**src/rtl/pts_pkg.sv**
```systemverilog
`timescale 1ns / 1ps
// ----------------------------------------------------------------------------
// pts_pkg: shared types for the priority task scheduler
// Command codes, field widths, the cell control bundle and the scan token.
// ----------------------------------------------------------------------------
package pts_pkg;

  localparam int unsigned CMD_W   = 2;
  localparam int unsigned IDX_W   = 3;   // task index, up to 8 tasks
  localparam int unsigned PRIO_W  = 4;
  localparam int unsigned TICK_W  = 32;
  localparam int unsigned MASK_W  = 8;
  localparam int unsigned TABLE_W = 32;

  typedef enum logic [CMD_W-1:0] {
    CMD_TICK  = 2'd0,
    CMD_BLOCK = 2'd1,
    CMD_SCHED = 2'd2
  } cmd_e;

  // Broadcast from the sequencer to every cell.
  typedef struct packed {
    logic              tick;       // advance: compare wake tick against cnt_next
    logic              block;      // block the running task
    logic [IDX_W-1:0]  running;    // running task index
    logic [TICK_W-1:0] cnt_next;   // tick count after the advance
    logic [TICK_W-1:0] wake;       // wake tick for a block
  } cell_ctrl_t;

  // Token that walks the cell row during a schedule.
  // ref_prio has one extra bit: 5'h10 accepts the first ready task.
  typedef struct packed {
    logic              valid;
    logic [PRIO_W:0]   ref_prio;
    logic [IDX_W-1:0]  best;
    logic              any;
  } scan_t;

endpackage

```
**src/rtl/pts_cmd_if.sv**
```systemverilog
`timescale 1ns / 1ps
// ----------------------------------------------------------------------------
// pts_cmd_if: command channel
// valid/ready handshake carrying one scheduler command per beat.
// ----------------------------------------------------------------------------
interface pts_cmd_if;
  logic                              valid;
  logic                              ready;
  logic [pts_pkg::CMD_W-1:0]         command;
  logic [pts_pkg::TICK_W-1:0]        delay_ticks;

  modport source (output valid, output command, output delay_ticks, input ready);
  modport sink   (input valid, input command, input delay_ticks, output ready);
endinterface

```
**src/rtl/pts_rsp_if.sv**
```systemverilog
`timescale 1ns / 1ps
// ----------------------------------------------------------------------------
// pts_rsp_if: result channel
// valid/ready handshake carrying the scheduler state after each command.
// ----------------------------------------------------------------------------
interface pts_rsp_if;
  logic                              valid;
  logic                              ready;
  logic [pts_pkg::IDX_W-1:0]         current_index;
  logic [pts_pkg::MASK_W-1:0]        blocked_mask;
  logic [pts_pkg::TICK_W-1:0]        tick_now;

  modport source (output valid, output current_index, output blocked_mask,
                  output tick_now, input ready);
  modport sink   (input valid, input current_index, input blocked_mask,
                  input tick_now, output ready);
endinterface

```
**src/rtl/pts_cell.sv**
```systemverilog
`timescale 1ns / 1ps
// ----------------------------------------------------------------------------
// pts_cell: one task slot of the scheduler row
// Holds the blocked flag and wake tick of one task and advances the
// schedule token by one slot per cycle.
// ----------------------------------------------------------------------------
module pts_cell #(
  parameter logic [2:0] CELL_IDX = 3'd1
) (
  input  logic                          clk_i,
  input  logic                          rst_ni,
  input  pts_pkg::cell_ctrl_t           ctrl_i,
  input  logic [pts_pkg::PRIO_W-1:0]    prio_i,
  input  pts_pkg::scan_t                scan_i,
  output pts_pkg::scan_t                scan_o,
  output logic                          blocked_o
);
  import pts_pkg::*;

  logic              blocked_q, blocked_d;
  logic [TICK_W-1:0] wake_q;
  scan_t             scan_q, scan_d;
  logic              take;

  always_comb begin
    blocked_d = blocked_q;
    if (ctrl_i.tick && blocked_q && (wake_q == ctrl_i.cnt_next)) begin
      blocked_d = 1'b0;
    end else if (ctrl_i.block && (ctrl_i.running == CELL_IDX)) begin
      blocked_d = 1'b1;
    end
  end

  // ready task at or below the reference wins; later index wins a tie
  assign take = !blocked_q && ({1'b0, prio_i} <= scan_i.ref_prio);

  always_comb begin
    scan_d          = scan_i;
    scan_d.any      = scan_i.any | !blocked_q;
    if (take) begin
      scan_d.ref_prio = {1'b0, prio_i};
      scan_d.best     = CELL_IDX;
    end
  end

  always_ff @(posedge clk_i or negedge rst_ni) begin
    if (!rst_ni) begin
      blocked_q <= 1'b0;
      scan_q    <= '0;
    end else begin
      blocked_q <= blocked_d;
      scan_q    <= scan_d;
    end
  end

  always_ff @(posedge clk_i) begin
    if (ctrl_i.block && (ctrl_i.running == CELL_IDX)) begin
      wake_q <= ctrl_i.wake;
    end
  end

  assign scan_o    = scan_q;
  assign blocked_o = blocked_q;

endmodule

```
**src/rtl/priority_task_scheduler_with_delay.sv**
```systemverilog
`timescale 1ns / 1ps
// ----------------------------------------------------------------------------
// priority_task_scheduler_with_delay: tick-driven priority task scheduler
// Row of task cells (tasks 1..TASK_COUNT-1, task 0 is idle) with a small
// sequencer, tick counter, running index and a registered result stage.
// ----------------------------------------------------------------------------
//
//  channel      dir  handshake        payload
//  -----------  ---  ---------------  -----------------------------------
//  cmd_i        in   valid/ready      command, delay_ticks
//  rsp_o        out  valid/ready      current_index, blocked_mask, tick_now
//  cfg_we_i     in   write enable     cfg_wdata_i -> priority table
//
//  Tick, block and unused command: the accept updates, then the result state
//  loads the result. Schedule: the accept launches the token, it walks one
//  cell per cycle through TASK_COUNT-1 cells, then the result state loads
//  the result.
//  Reset clears tick count, running index and all blocked flags.
//  A new command is taken only in idle, when the result slot is empty or
//  draining in the same cycle; a stalled result holds.
// ----------------------------------------------------------------------------
module priority_task_scheduler_with_delay #(
  parameter int unsigned TASK_COUNT = 5
) (
  input  logic                          clk_i,
  input  logic                          rst_ni,
  input  logic                          cfg_we_i,
  input  logic [pts_pkg::TABLE_W-1:0]   cfg_wdata_i,
  pts_cmd_if.sink                       cmd_i,
  pts_rsp_if.source                     rsp_o
);
  import pts_pkg::*;

  typedef enum logic [2:0] {
    ST_IDLE   = 3'b001,
    ST_SCAN   = 3'b010,
    ST_RESULT = 3'b100
  } state_e;

  state_e             state_q, state_d;
  logic [TABLE_W-1:0] prio_table_q;
  logic [TICK_W-1:0]  tick_q, tick_d;
  logic [IDX_W-1:0]   running_q, running_d;

  logic               out_valid_q;
  logic [IDX_W-1:0]   out_idx_q;
  logic [MASK_W-1:0]  out_mask_q;
  logic [TICK_W-1:0]  out_tick_q;

  logic               accept;
  cmd_e               cmd;
  cell_ctrl_t         ctrl;
  logic [MASK_W-1:0]  blocked_w;
  scan_t              scan_head;
  scan_t              chain [TASK_COUNT];
  scan_t              scan_last;
  logic [PRIO_W-1:0]  cur_prio;

  // --------------------------------------------------------------------------
  // Input handshake
  // --------------------------------------------------------------------------
  assign cmd_i.ready = (state_q == ST_IDLE) && (!out_valid_q || rsp_o.ready);
  assign accept      = cmd_i.valid && cmd_i.ready;
  assign cmd         = cmd_e'(cmd_i.command);

  // Cell broadcast: tick and block act on the accept edge.
  always_comb begin
    ctrl          = '0;
    ctrl.tick     = accept && (cmd == CMD_TICK);
    ctrl.block    = accept && (cmd == CMD_BLOCK);
    ctrl.running  = running_q;
    ctrl.cnt_next = tick_q + TICK_W'(1);
    ctrl.wake     = tick_q + cmd_i.delay_ticks;
  end

  // --------------------------------------------------------------------------
  // Scan token launch. A blocked running task makes the first ready task the
  // reference, which is the same as accepting the first ready one outright.
  // --------------------------------------------------------------------------
  assign cur_prio = prio_table_q[{running_q, 2'b00} +: PRIO_W];

  always_comb begin
    scan_head          = '0;
    scan_head.valid    = accept && (cmd == CMD_SCHED);
    scan_head.ref_prio = blocked_w[running_q] ? {1'b1, {PRIO_W{1'b0}}}
                                              : {1'b0, cur_prio};
    scan_head.best     = running_q;
    scan_head.any      = 1'b0;
  end

  assign chain[0] = scan_head;

  // --------------------------------------------------------------------------
  // Cell row
  // --------------------------------------------------------------------------
  assign blocked_w[0] = 1'b0;   // idle task never blocks

  for (genvar k = 1; k < MASK_W; k++) begin : g_slot
    if (k < TASK_COUNT) begin : g_cell
      pts_cell #(
        .CELL_IDX (IDX_W'(k))
      ) u_cell (
        .clk_i     (clk_i),
        .rst_ni    (rst_ni),
        .ctrl_i    (ctrl),
        .prio_i    (prio_table_q[k*PRIO_W +: PRIO_W]),
        .scan_i    (chain[k-1]),
        .scan_o    (chain[k]),
        .blocked_o (blocked_w[k])
      );
    end else begin : g_none
      assign blocked_w[k] = 1'b0;
    end
  end

  assign scan_last = chain[TASK_COUNT-1];

  // --------------------------------------------------------------------------
  // Sequencer
  // --------------------------------------------------------------------------
  always_comb begin
    state_d   = state_q;
    tick_d    = tick_q;
    running_d = running_q;
    unique case (state_q)
      ST_IDLE: begin
        if (accept) begin
          if (cmd == CMD_TICK) begin
            tick_d = ctrl.cnt_next;
          end
          state_d = (cmd == CMD_SCHED) ? ST_SCAN : ST_RESULT;
        end
      end
      ST_SCAN: begin
        if (scan_last.valid) begin
          running_d = scan_last.any ? scan_last.best : '0;
          state_d   = ST_RESULT;
        end
      end
      ST_RESULT: begin
        state_d = ST_IDLE;
      end
      default: begin
        state_d = ST_IDLE;
      end
    endcase
  end

  always_ff @(posedge clk_i or negedge rst_ni) begin
    if (!rst_ni) begin
      state_q      <= ST_IDLE;
      tick_q       <= '0;
      running_q    <= '0;
      prio_table_q <= '0;
      out_valid_q  <= 1'b0;
    end else begin
      state_q   <= state_d;
      tick_q    <= tick_d;
      running_q <= running_d;
      if (cfg_we_i) begin
        prio_table_q <= cfg_wdata_i;
      end
      if (state_q == ST_RESULT) begin
        out_valid_q <= 1'b1;
      end else if (rsp_o.ready) begin
        out_valid_q <= 1'b0;
      end
    end
  end

  // result payload, loaded from settled state
  always_ff @(posedge clk_i) begin
    if (state_q == ST_RESULT) begin
      out_idx_q  <= running_q;
      out_mask_q <= blocked_w;
      out_tick_q <= tick_q;
    end
  end

  assign rsp_o.valid         = out_valid_q;
  assign rsp_o.current_index = out_idx_q;
  assign rsp_o.blocked_mask  = out_mask_q;
  assign rsp_o.tick_now      = out_tick_q;

`ifndef SYNTHESIS
  // result load never lands on an undrained beat
  a_slot_free: assert property (@(posedge clk_i) disable iff (!rst_ni)
    (state_q == ST_RESULT) |-> !out_valid_q)
    else $error("result load over pending beat");

  // token leaves the row only while the sequencer waits for it
  a_scan_state: assert property (@(posedge clk_i) disable iff (!rst_ni)
    scan_last.valid |-> (state_q == ST_SCAN))
    else $error("scan token outside scan state");

  // running index stays inside the task table
  a_run_range: assert property (@(posedge clk_i) disable iff (!rst_ni)
    32'(running_q) < TASK_COUNT)
    else $error("running index out of range");

  // a scheduled task is ready when picked
  a_pick_ready: assert property (@(posedge clk_i) disable iff (!rst_ni)
    ((state_q == ST_SCAN) && scan_last.valid) |=> !blocked_w[running_q])
    else $error("scheduled task is blocked");
`endif

endmodule
```
**src/flat_wrapper.sv**
```systemverilog
// flat-port wrapper written by rule: the top's interface ports become plain ports
module priority_task_scheduler_with_delay_flat import pts_pkg::*;
#(
  parameter int unsigned TASK_COUNT = 5
)
  (clk_i, rst_ni, cfg_we_i, cfg_wdata_i, cmd_i_valid, cmd_i_command, cmd_i_delay_ticks, cmd_i_ready, rsp_o_valid, rsp_o_current_index, rsp_o_blocked_mask, rsp_o_tick_now, rsp_o_ready);
  pts_cmd_if cmd_i_i ();
  pts_rsp_if rsp_o_i ();
  input  logic clk_i;
  input  logic rst_ni;
  input  logic cfg_we_i;
  input  logic [pts_pkg::TABLE_W-1:0] cfg_wdata_i;
  input wire logic [$bits(cmd_i_i.valid)-1:0] cmd_i_valid;
  input wire logic [$bits(cmd_i_i.command)-1:0] cmd_i_command;
  input wire logic [$bits(cmd_i_i.delay_ticks)-1:0] cmd_i_delay_ticks;
  output wire logic [$bits(cmd_i_i.ready)-1:0] cmd_i_ready;
  output wire logic [$bits(rsp_o_i.valid)-1:0] rsp_o_valid;
  output wire logic [$bits(rsp_o_i.current_index)-1:0] rsp_o_current_index;
  output wire logic [$bits(rsp_o_i.blocked_mask)-1:0] rsp_o_blocked_mask;
  output wire logic [$bits(rsp_o_i.tick_now)-1:0] rsp_o_tick_now;
  input wire logic [$bits(rsp_o_i.ready)-1:0] rsp_o_ready;
  assign cmd_i_i.valid = cmd_i_valid;
  assign cmd_i_i.command = cmd_i_command;
  assign cmd_i_i.delay_ticks = cmd_i_delay_ticks;
  assign cmd_i_ready = cmd_i_i.ready;
  assign rsp_o_valid = rsp_o_i.valid;
  assign rsp_o_current_index = rsp_o_i.current_index;
  assign rsp_o_blocked_mask = rsp_o_i.blocked_mask;
  assign rsp_o_tick_now = rsp_o_i.tick_now;
  assign rsp_o_i.ready = rsp_o_ready;
  priority_task_scheduler_with_delay #(.TASK_COUNT(TASK_COUNT)) u_core (.clk_i(clk_i), .rst_ni(rst_ni), .cfg_we_i(cfg_we_i), .cfg_wdata_i(cfg_wdata_i), .cmd_i(cmd_i_i), .rsp_o(rsp_o_i));
endmodule
```
**config.mk**
```make
export PLATFORM = sky130hd
export DESIGN_NAME = priority_task_scheduler_with_delay_flat
export DESIGN_NICKNAME = d
export VERILOG_FILES = /design/src/rtl/pts_pkg.sv /design/src/rtl/pts_cmd_if.sv /design/src/rtl/pts_rsp_if.sv /design/src/rtl/pts_cell.sv /design/src/rtl/priority_task_scheduler_with_delay.sv /design/src/flat_wrapper.sv
export SDC_FILE = /design/constraint.sdc
export NUM_CORES = 1
export LEC_CHECK = 0
export BUFFER_PORTS_ARGS = -buffer_cell sky130_fd_sc_hd__buf_2
export CORE_MARGIN = 2
export CORE_UTILIZATION = 25
export DETAILED_ROUTE_END_ITERATION = 10
export SYNTH_ARGS = -nofsm -noshare
export SYNTH_HDL_FRONTEND = slang
export SYNTH_SLANG_ARGS = --single-unit
```
**constraint.sdc**
```tcl
create_clock -name clk_i -period 7.7 [get_ports clk_i]
set_clock_uncertainty 0.05 [all_clocks]
set_input_delay 0.385 -clock clk_i [delete_from_list [all_inputs] [get_ports clk_i]]
set_output_delay 0.385 -clock clk_i [all_outputs]
set_load 0.02 [all_outputs]
```
After elaboration in Yosys (flattened, before gate mapping). Index checks and enable logic that the tools add are counted.

Reduce and logical (&&, ||, !) cells: 36. Equality and inequality tests: 15. Add/subtract/negate cells: 2. Shifts and indexed selects: 1. Multiplexer cells: 22. Bitwise logic cells: 3. Magnitude comparators: 5.

Operator list (count): equality test 32 bit (4); adder 32 x 1 -> 32 bit (second input constant) (1); adder 32 bit (1); variable part select 32 x 6 -> 4 bit (1); 2-to-1 mux 8 bit (3); logical AND 1 bit (21); <= comparator 4 x 5 -> 1 bit (4); 2-to-1 mux 3 bit (5); 2-to-1 mux 1 bit (11); nonzero test 2 bit (5); equality test 3 x 2 -> 1 bit (second input constant) (3); equality test 3 x 1 -> 1 bit (second input constant) (2); equality test 3 bit (second input constant) (2); one-hot mux 3 bit (2 select lines) (1); zero test 1 bit (5); 2-to-1 mux 5 bit (1); < comparator 3 x 4 -> 1 bit (second input constant) (1); AND reduction 2 bit (2); binary-select mux 1 bit (select 3 bit) (1); OR 1 bit (3); AND reduction 3 bit (1); equality test 2 x 1 -> 1 bit (second input constant) (1); equality test 2 bit (second input constant) (1); zero test 2 bit (1); 3 further kinds (3).

Output and inout bits: 45. Word-level logic and storage cells: 115. Register bits after elaboration: 277. Bits of input ports: 71.

Longest topological paths before layout.
Word-level depth: 8. Mapped depth: 17. Depth with buffers taken out: 15.

Hierarchy. Synthesis repeated with hierarchy kept, for this count alone.

Cell total of the unflattened synthesis: 1097. Area total of the unflattened synthesis: 14051.0 µm².

Modules (own cells, without submodules): priority_task_scheduler_with_delay (area each 6732.7 µm², instances 1, sequential area each 2949.1 µm², cells an instance 640); pts_cell at u_core.g_slot[1].g_cell.u_cell ... (area each 1830.5 µm², instances 2, sequential area each 1236.2 µm², cells an instance 114); pts_cell at u_core.g_slot[4].g_cell.u_cell (area each 1829.3 µm², instances 1, sequential area each 1236.2 µm², cells an instance 115); pts_cell at u_core.g_slot[3].g_cell.u_cell (area each 1828.0 µm², instances 1, sequential area each 1236.2 µm², cells an instance 114).

Worst setup path after synthesis. No wires, ideal clock.

Path type: flip-flop to flip-flop. Start point: register u_core.state_q[0]. End point: register u_core.g_slot[1].g_cell.u_cell.wake_q[0] (enable). Setup slack: 2.135 ns. Setup time: 0.517 ns. Required time: 7.133 ns. Clock period less this slack: 5.565 ns. Cell stages (with the launch flop): 7. Arrival time: 4.998 ns. Buffers on the path: 0. Cells stage by stage: dfstp_2 > inv_1 > nor4b_2 > nand2_1 > nor2_1 > nand2_1 > nor4b_1.

Word-level cells in the longest chain between the ends: 5.

RTL lines: from (decl) (RTL line priority_task_scheduler_with_delay.sv:40) `state_e state_q, state_d;`; from (signal assigned) (RTL line priority_task_scheduler_with_delay.sv:157) `state_q <= state_d;`; equality test 3 x 1 -> 1 bit (RTL line priority_task_scheduler_with_delay.sv:62) `assign cmd_i.ready = (state_q == ST_IDLE) && (!out_valid_q || rsp_o.ready);`; logical AND 1 bit (RTL line priority_task_scheduler_with_delay.sv:62); via cmd_i_ready (RTL line flat_wrapper.sv:16) `output wire logic [$bits(cmd_i_i.ready)-1:0] cmd_i_ready;`; logical AND 1 bit (RTL line priority_task_scheduler_with_delay.sv:63) `assign accept = cmd_i.valid && cmd_i.ready;`; logical AND 1 bit (RTL line priority_task_scheduler_with_delay.sv:70) `ctrl.block = accept && (cmd == CMD_BLOCK);`; logical AND 1 bit (RTL line pts_cell.sv:57) `if (ctrl_i.block && (ctrl_i.running == CELL_IDX)) begin`; to (signal assigned) (RTL line pts_cell.sv:58) `wake_q <= ctrl_i.wake;`; to (decl) (RTL line pts_cell.sv:21) `logic [TICK_W-1:0] wake_q;`.

The timed path passes the listed nets, and every way through them passes these cells. A chain may end at the register's enable or synchronous reset.

Final worst setup path.
Start point: register u_core.tick_q[0]. End point: register u_core.g_slot[3].g_cell.u_cell.blocked_q.

Word-level cells in the longest chain between the ends: 4. Elaborated cells on any way between the ends: 5. Those cells by class: add/sub: 1; eq/ne: 1; mux: 1; reduce/logical: 2.

RTL lines: from (decl) (RTL line priority_task_scheduler_with_delay.sv:42) `logic [TICK_W-1:0] tick_q, tick_d;`; from (signal assigned) (RTL line priority_task_scheduler_with_delay.sv:158) `tick_q <= tick_d;`; adder 32 x 1 -> 32 bit * (RTL line priority_task_scheduler_with_delay.sv:72) `ctrl.cnt_next = tick_q + TICK_W'(1);`; equality test 32 bit * (RTL line pts_cell.sv:27) `if (ctrl_i.tick && blocked_q && (wake_q == ctrl_i.cnt_next)) begin`; logical AND 1 bit * (RTL line pts_cell.sv:27); 2-to-1 mux 1 bit / nonzero test 2 bit (equally long branches); to (signal assigned) (RTL line pts_cell.sv:51) `blocked_q <= blocked_d;`; to (decl) (RTL line pts_cell.sv:20) `logic blocked_q, blocked_d;`.

Every way passes the cells marked *; elsewhere a longest branch is shown, timed or not.

==> key figures <==
Timing
  • Setup TNS: 0 ps
  • Setup Viol. Count Final: 0
  • Max Fclk: 246 MHz
  • Final Cycle Share: 0.528
  • Slew Viols, Final: 0
  • Final hold violation count: 0
  • Worst Tran Pin Value: 955 ps
  • Slew Limit Headroom: 0.347
  • Setup repair after global routing missed its margin: false
  • Tmin final: 4060 ps
  • Worst Slack Setup Final: 3640 ps

Floorplanning
  • Core Area: 56500 um2
  • Chip Width: 243 um
  • Row Count: 87
  • Initial core utilization: 0.253
  • Die Ht: 243 um
  • DIE AREA: 59100 um2
  • # IOs: 116

Critical path
  • Worst path cell trace: ha_1 -> nand3_2 -> nor4_4 -> nand3_2 -> nor3_2 -> xnor2_2 -> xnor2_1 -> or4_1 -> nor4_1 -> a31oi_1
  • Setup crit end kind: register
  • Crit Path Class: register to register
  • Startpoint types: register
  • WP data required: 8110 ps
  • Critical path fanouts, max: 11
  • Slowest cell on the critical path: dfrtp_1
  • Critical Path AT: 4480 ps
  • Most used cell, CP: nand3_2
  • Slowest stage delay, CP: 630 ps

Yosys
  • Yosys warning count: 0
  • Number of synthesized flops with an enable pin: 167
  • FFs w/ async S/R, synth: 0.397
  • Synth cell types: 80
  • Avg Cell Area, Syn: 12.0 um2
  • Yosys top cell by area: edfxtp_1
  • Synth Flop Type: edfxtp_1
  • Mapped Cells: 1187
  • Synthesized area: 14300 um2
  • Post-synth top area share: 0.351
  • Top cells by area, synth: edfxtp_1 35%, dfrtp_1 19%, xnor2_1 7.8%
  • Share of the yosys chip area belonging to registers: 0.543
  • Seq cells post-synth: 277

Final layout
  • Final #Nets: 1446
  • Fraction of layout cells with a size suffix above 1: 0.180
  • Area grow syn2layout: 18.6%
  • Commonest non-fill, non-tap cell in the layout: edfxtp_1
  • Commonest cells after routing, fill and taps aside: 167 x edfxtp_1, 127 x xnor2_1, 110 x buf_2, 109 x dfrtp_1, 85 x xor2_1
  • Post-layout util: 0.300

Clock tree
  • CTS tree: yes
  • Postcts setup bufs: 0
  • # hold bufs at CTS: 32
  • Root Buffer: clkbuf_16
  • H-tree depth: 1
  • Worst-path clk slew: 60 ps
  • Cts repair resizes: 0
  • Worst-skew pair later-pin latency: 600 ps
  • TritonCTS Buffers: 30
  • Clock sinks: 277
  • Clock buffer depth: 3

Flow run
  • Max-Cap Viols: 0

GRT
  • Initial antenna violation count: 3
  • First-pass GRT wire length: 60800 um
  • Overall routing resource usage: 0.134
  • Overflow after GRT: 0
  • Vias in the first global route: 9952
  • Largest net degree at the start of global routing: 63

Placement
  • Placer congestion estimate: 0.940
  • Final HPWL DP: 29100 um
  • Worst slack, placed: 3700 ps
  • Port Buffers: 111

Run status
  • Status: finished, final reports clean

Pwr
  • Pwr Total: 4.08 mW
  • Leakage: 6.50 nW
  • Power per cell area: 241 nW/um2
  • Worst vdd ir: 0.163 mV

Drt
  • Vias per Instance: 4.62
  • TritonRoute pass-1 iters: 5
  • Post-DRT Antenna Nets: 0
  • Remaining DRCs: 0
  • Routed length per placed instance: 19.2 um
  • Routed vias: 9733
  • Detailed Route WL: 40400 um
  • Initial DRC Count: 935

Worst hold path
  • Worst min-delay path class: input port to register
area by class of cell:
class	instances	area, um2
diodes	1	2.50
fillers	5671	39500
multi-input cells	827	6170
clock buffers	42	836
flip-flops and latches	277	7770
well taps	756	946
clock inverters	12	146
repair buffers	152	946
inverters	38	143
report_power, final:
part           total (mW)  internal, mW  leakage (nW)  switching, mW
logic               0.759         0.309          3.12          0.451
clock network        1.44         0.827         0.479          0.618
registers            1.88          1.75          2.89          0.123
path summary, 6_finish.rpt:
kind,startpoint,endpoint,slack [ps],cells past startpoint
max,u_core.tick_q[0],u_core.g_slot[3].g_cell.u_cell.blocked_o,3640,10
min,cfg_wdata_i[31],u_core.prio_table_q[31],30,2
max reg2reg,u_core.tick_q[0],u_core.g_slot[3].g_cell.u_cell.blocked_o,3640,10
min reg2reg,u_core.g_slot[3].g_cell.u_cell.scan_o[9],u_core.g_slot[4].g_cell.u_cell.scan_o[9],300,0
max in group asynchronous,rst_ni,u_core.tick_q[19],5920,3
min in group asynchronous,rst_ni,u_core.prio_table_q[22],340,2
critical path: cells and delay by family, from the launching register on:
kind / cells / cell delay (ps)
xor+xnor: 2 / 310
flops: 1 / 630
fa+ha+maj: 1 / 400
compound gates: 1 / 120
simple gates: 6 / 2420
per-layer routing:
metal / GRT usage / wire length, um / vias to the layer above / part of all wire
met3: 0.0241 / 2310 / 69 / 0.057
met1: 0.177 / 18100 / 4796 / 0.45
li1: - / - / 4561 / -
met2: 0.223 / 18900 / 303 / 0.47
met5: 0 / 27 / - / 0.00067
met4: 0.0419 / 1140 / 4 / 0.028
through the flow:
| step | instance area, um2 | hold WS, ps | std cells |
|---|---|---|---|
| 3_5_place_dp | 15700 | 287 | 2018 |
| 3_3_place_gp | 15700 | 285 | 2018 |
| 5_1_grt | 17000 | 10.7 | 2104 |
| 6_report | 17000 | 34.5 | 2105 |
| 2_1_floorplan | 14300 | 39.4 | 1190 |
| 4_1_cts | 17000 | 0.946 | 2104 |
registers in the layout, indices dropped and copies added (netlist names):
| signal | count |
|---|---|
| u_core.g_slot.g_cell.u_cell.wake_q | 128 |
| u_core.running_q | 3 |
| u_core.g_slot.g_cell.u_cell.scan_o | 35 |
| u_core.rsp_o.current_index | 3 |
| u_core.rsp_o.tick_now | 32 |
| u_core.rsp_o.valid | 1 |
| u_core.prio_table_q | 32 |
| u_core.tick_q | 32 |
| u_core.g_slot.g_cell.u_cell.blocked_o | 4 |
| u_core.state_q | 3 |
| u_core.rsp_o.blocked_mask | 4 |
cell usage after synthesis, drive strengths merged, types with 3 or more instances:
cell type	number
mux2	35
nor2	59
inv	37
nor4b	3
buf	24
o2111ai	5
o21bai	11
nand4	18
a211oi	7
and2	12
and3	16
mux4	8
xnor2	129
nand3	33
mux2i	3
a31oi	8
a2111oi	9
a311oi	3
nand3b	4
o221ai	3
nor4	14
nor3	23
and4	3
a22oi	3
nor3b	3
nor2b	12
or4	4
a21oi	57
nand2b	20
clkbuf	24
xor2	85
o31ai	3
edfxtp	167
or3	5
a21o	13
nand2	85
dfrtp	109
o21ai	54
a41o	3
ha	48
kinds of logic (layout without fill, tap and decap cells):
| group | after synthesis | in the layout | share of synthesized area |
|---|---|---|---|
| DFF | 277 | 277 | 0.543 |
| and+or+nand+nor | 316 | 316 | 0.123 |
| buffers and inverters | 86 | 244 | 0.0277 |
| xor gates and xnor gates | 214 | 214 | 0.132 |
| other | 1 | 5 | 0.000262 |
| muxes | 46 | 46 | 0.0423 |
| AOI/OAI and AO/OA | 198 | 198 | 0.0879 |
| adders and majority gates | 49 | 49 | 0.0434 |
(Power assumes the default switching activity.)
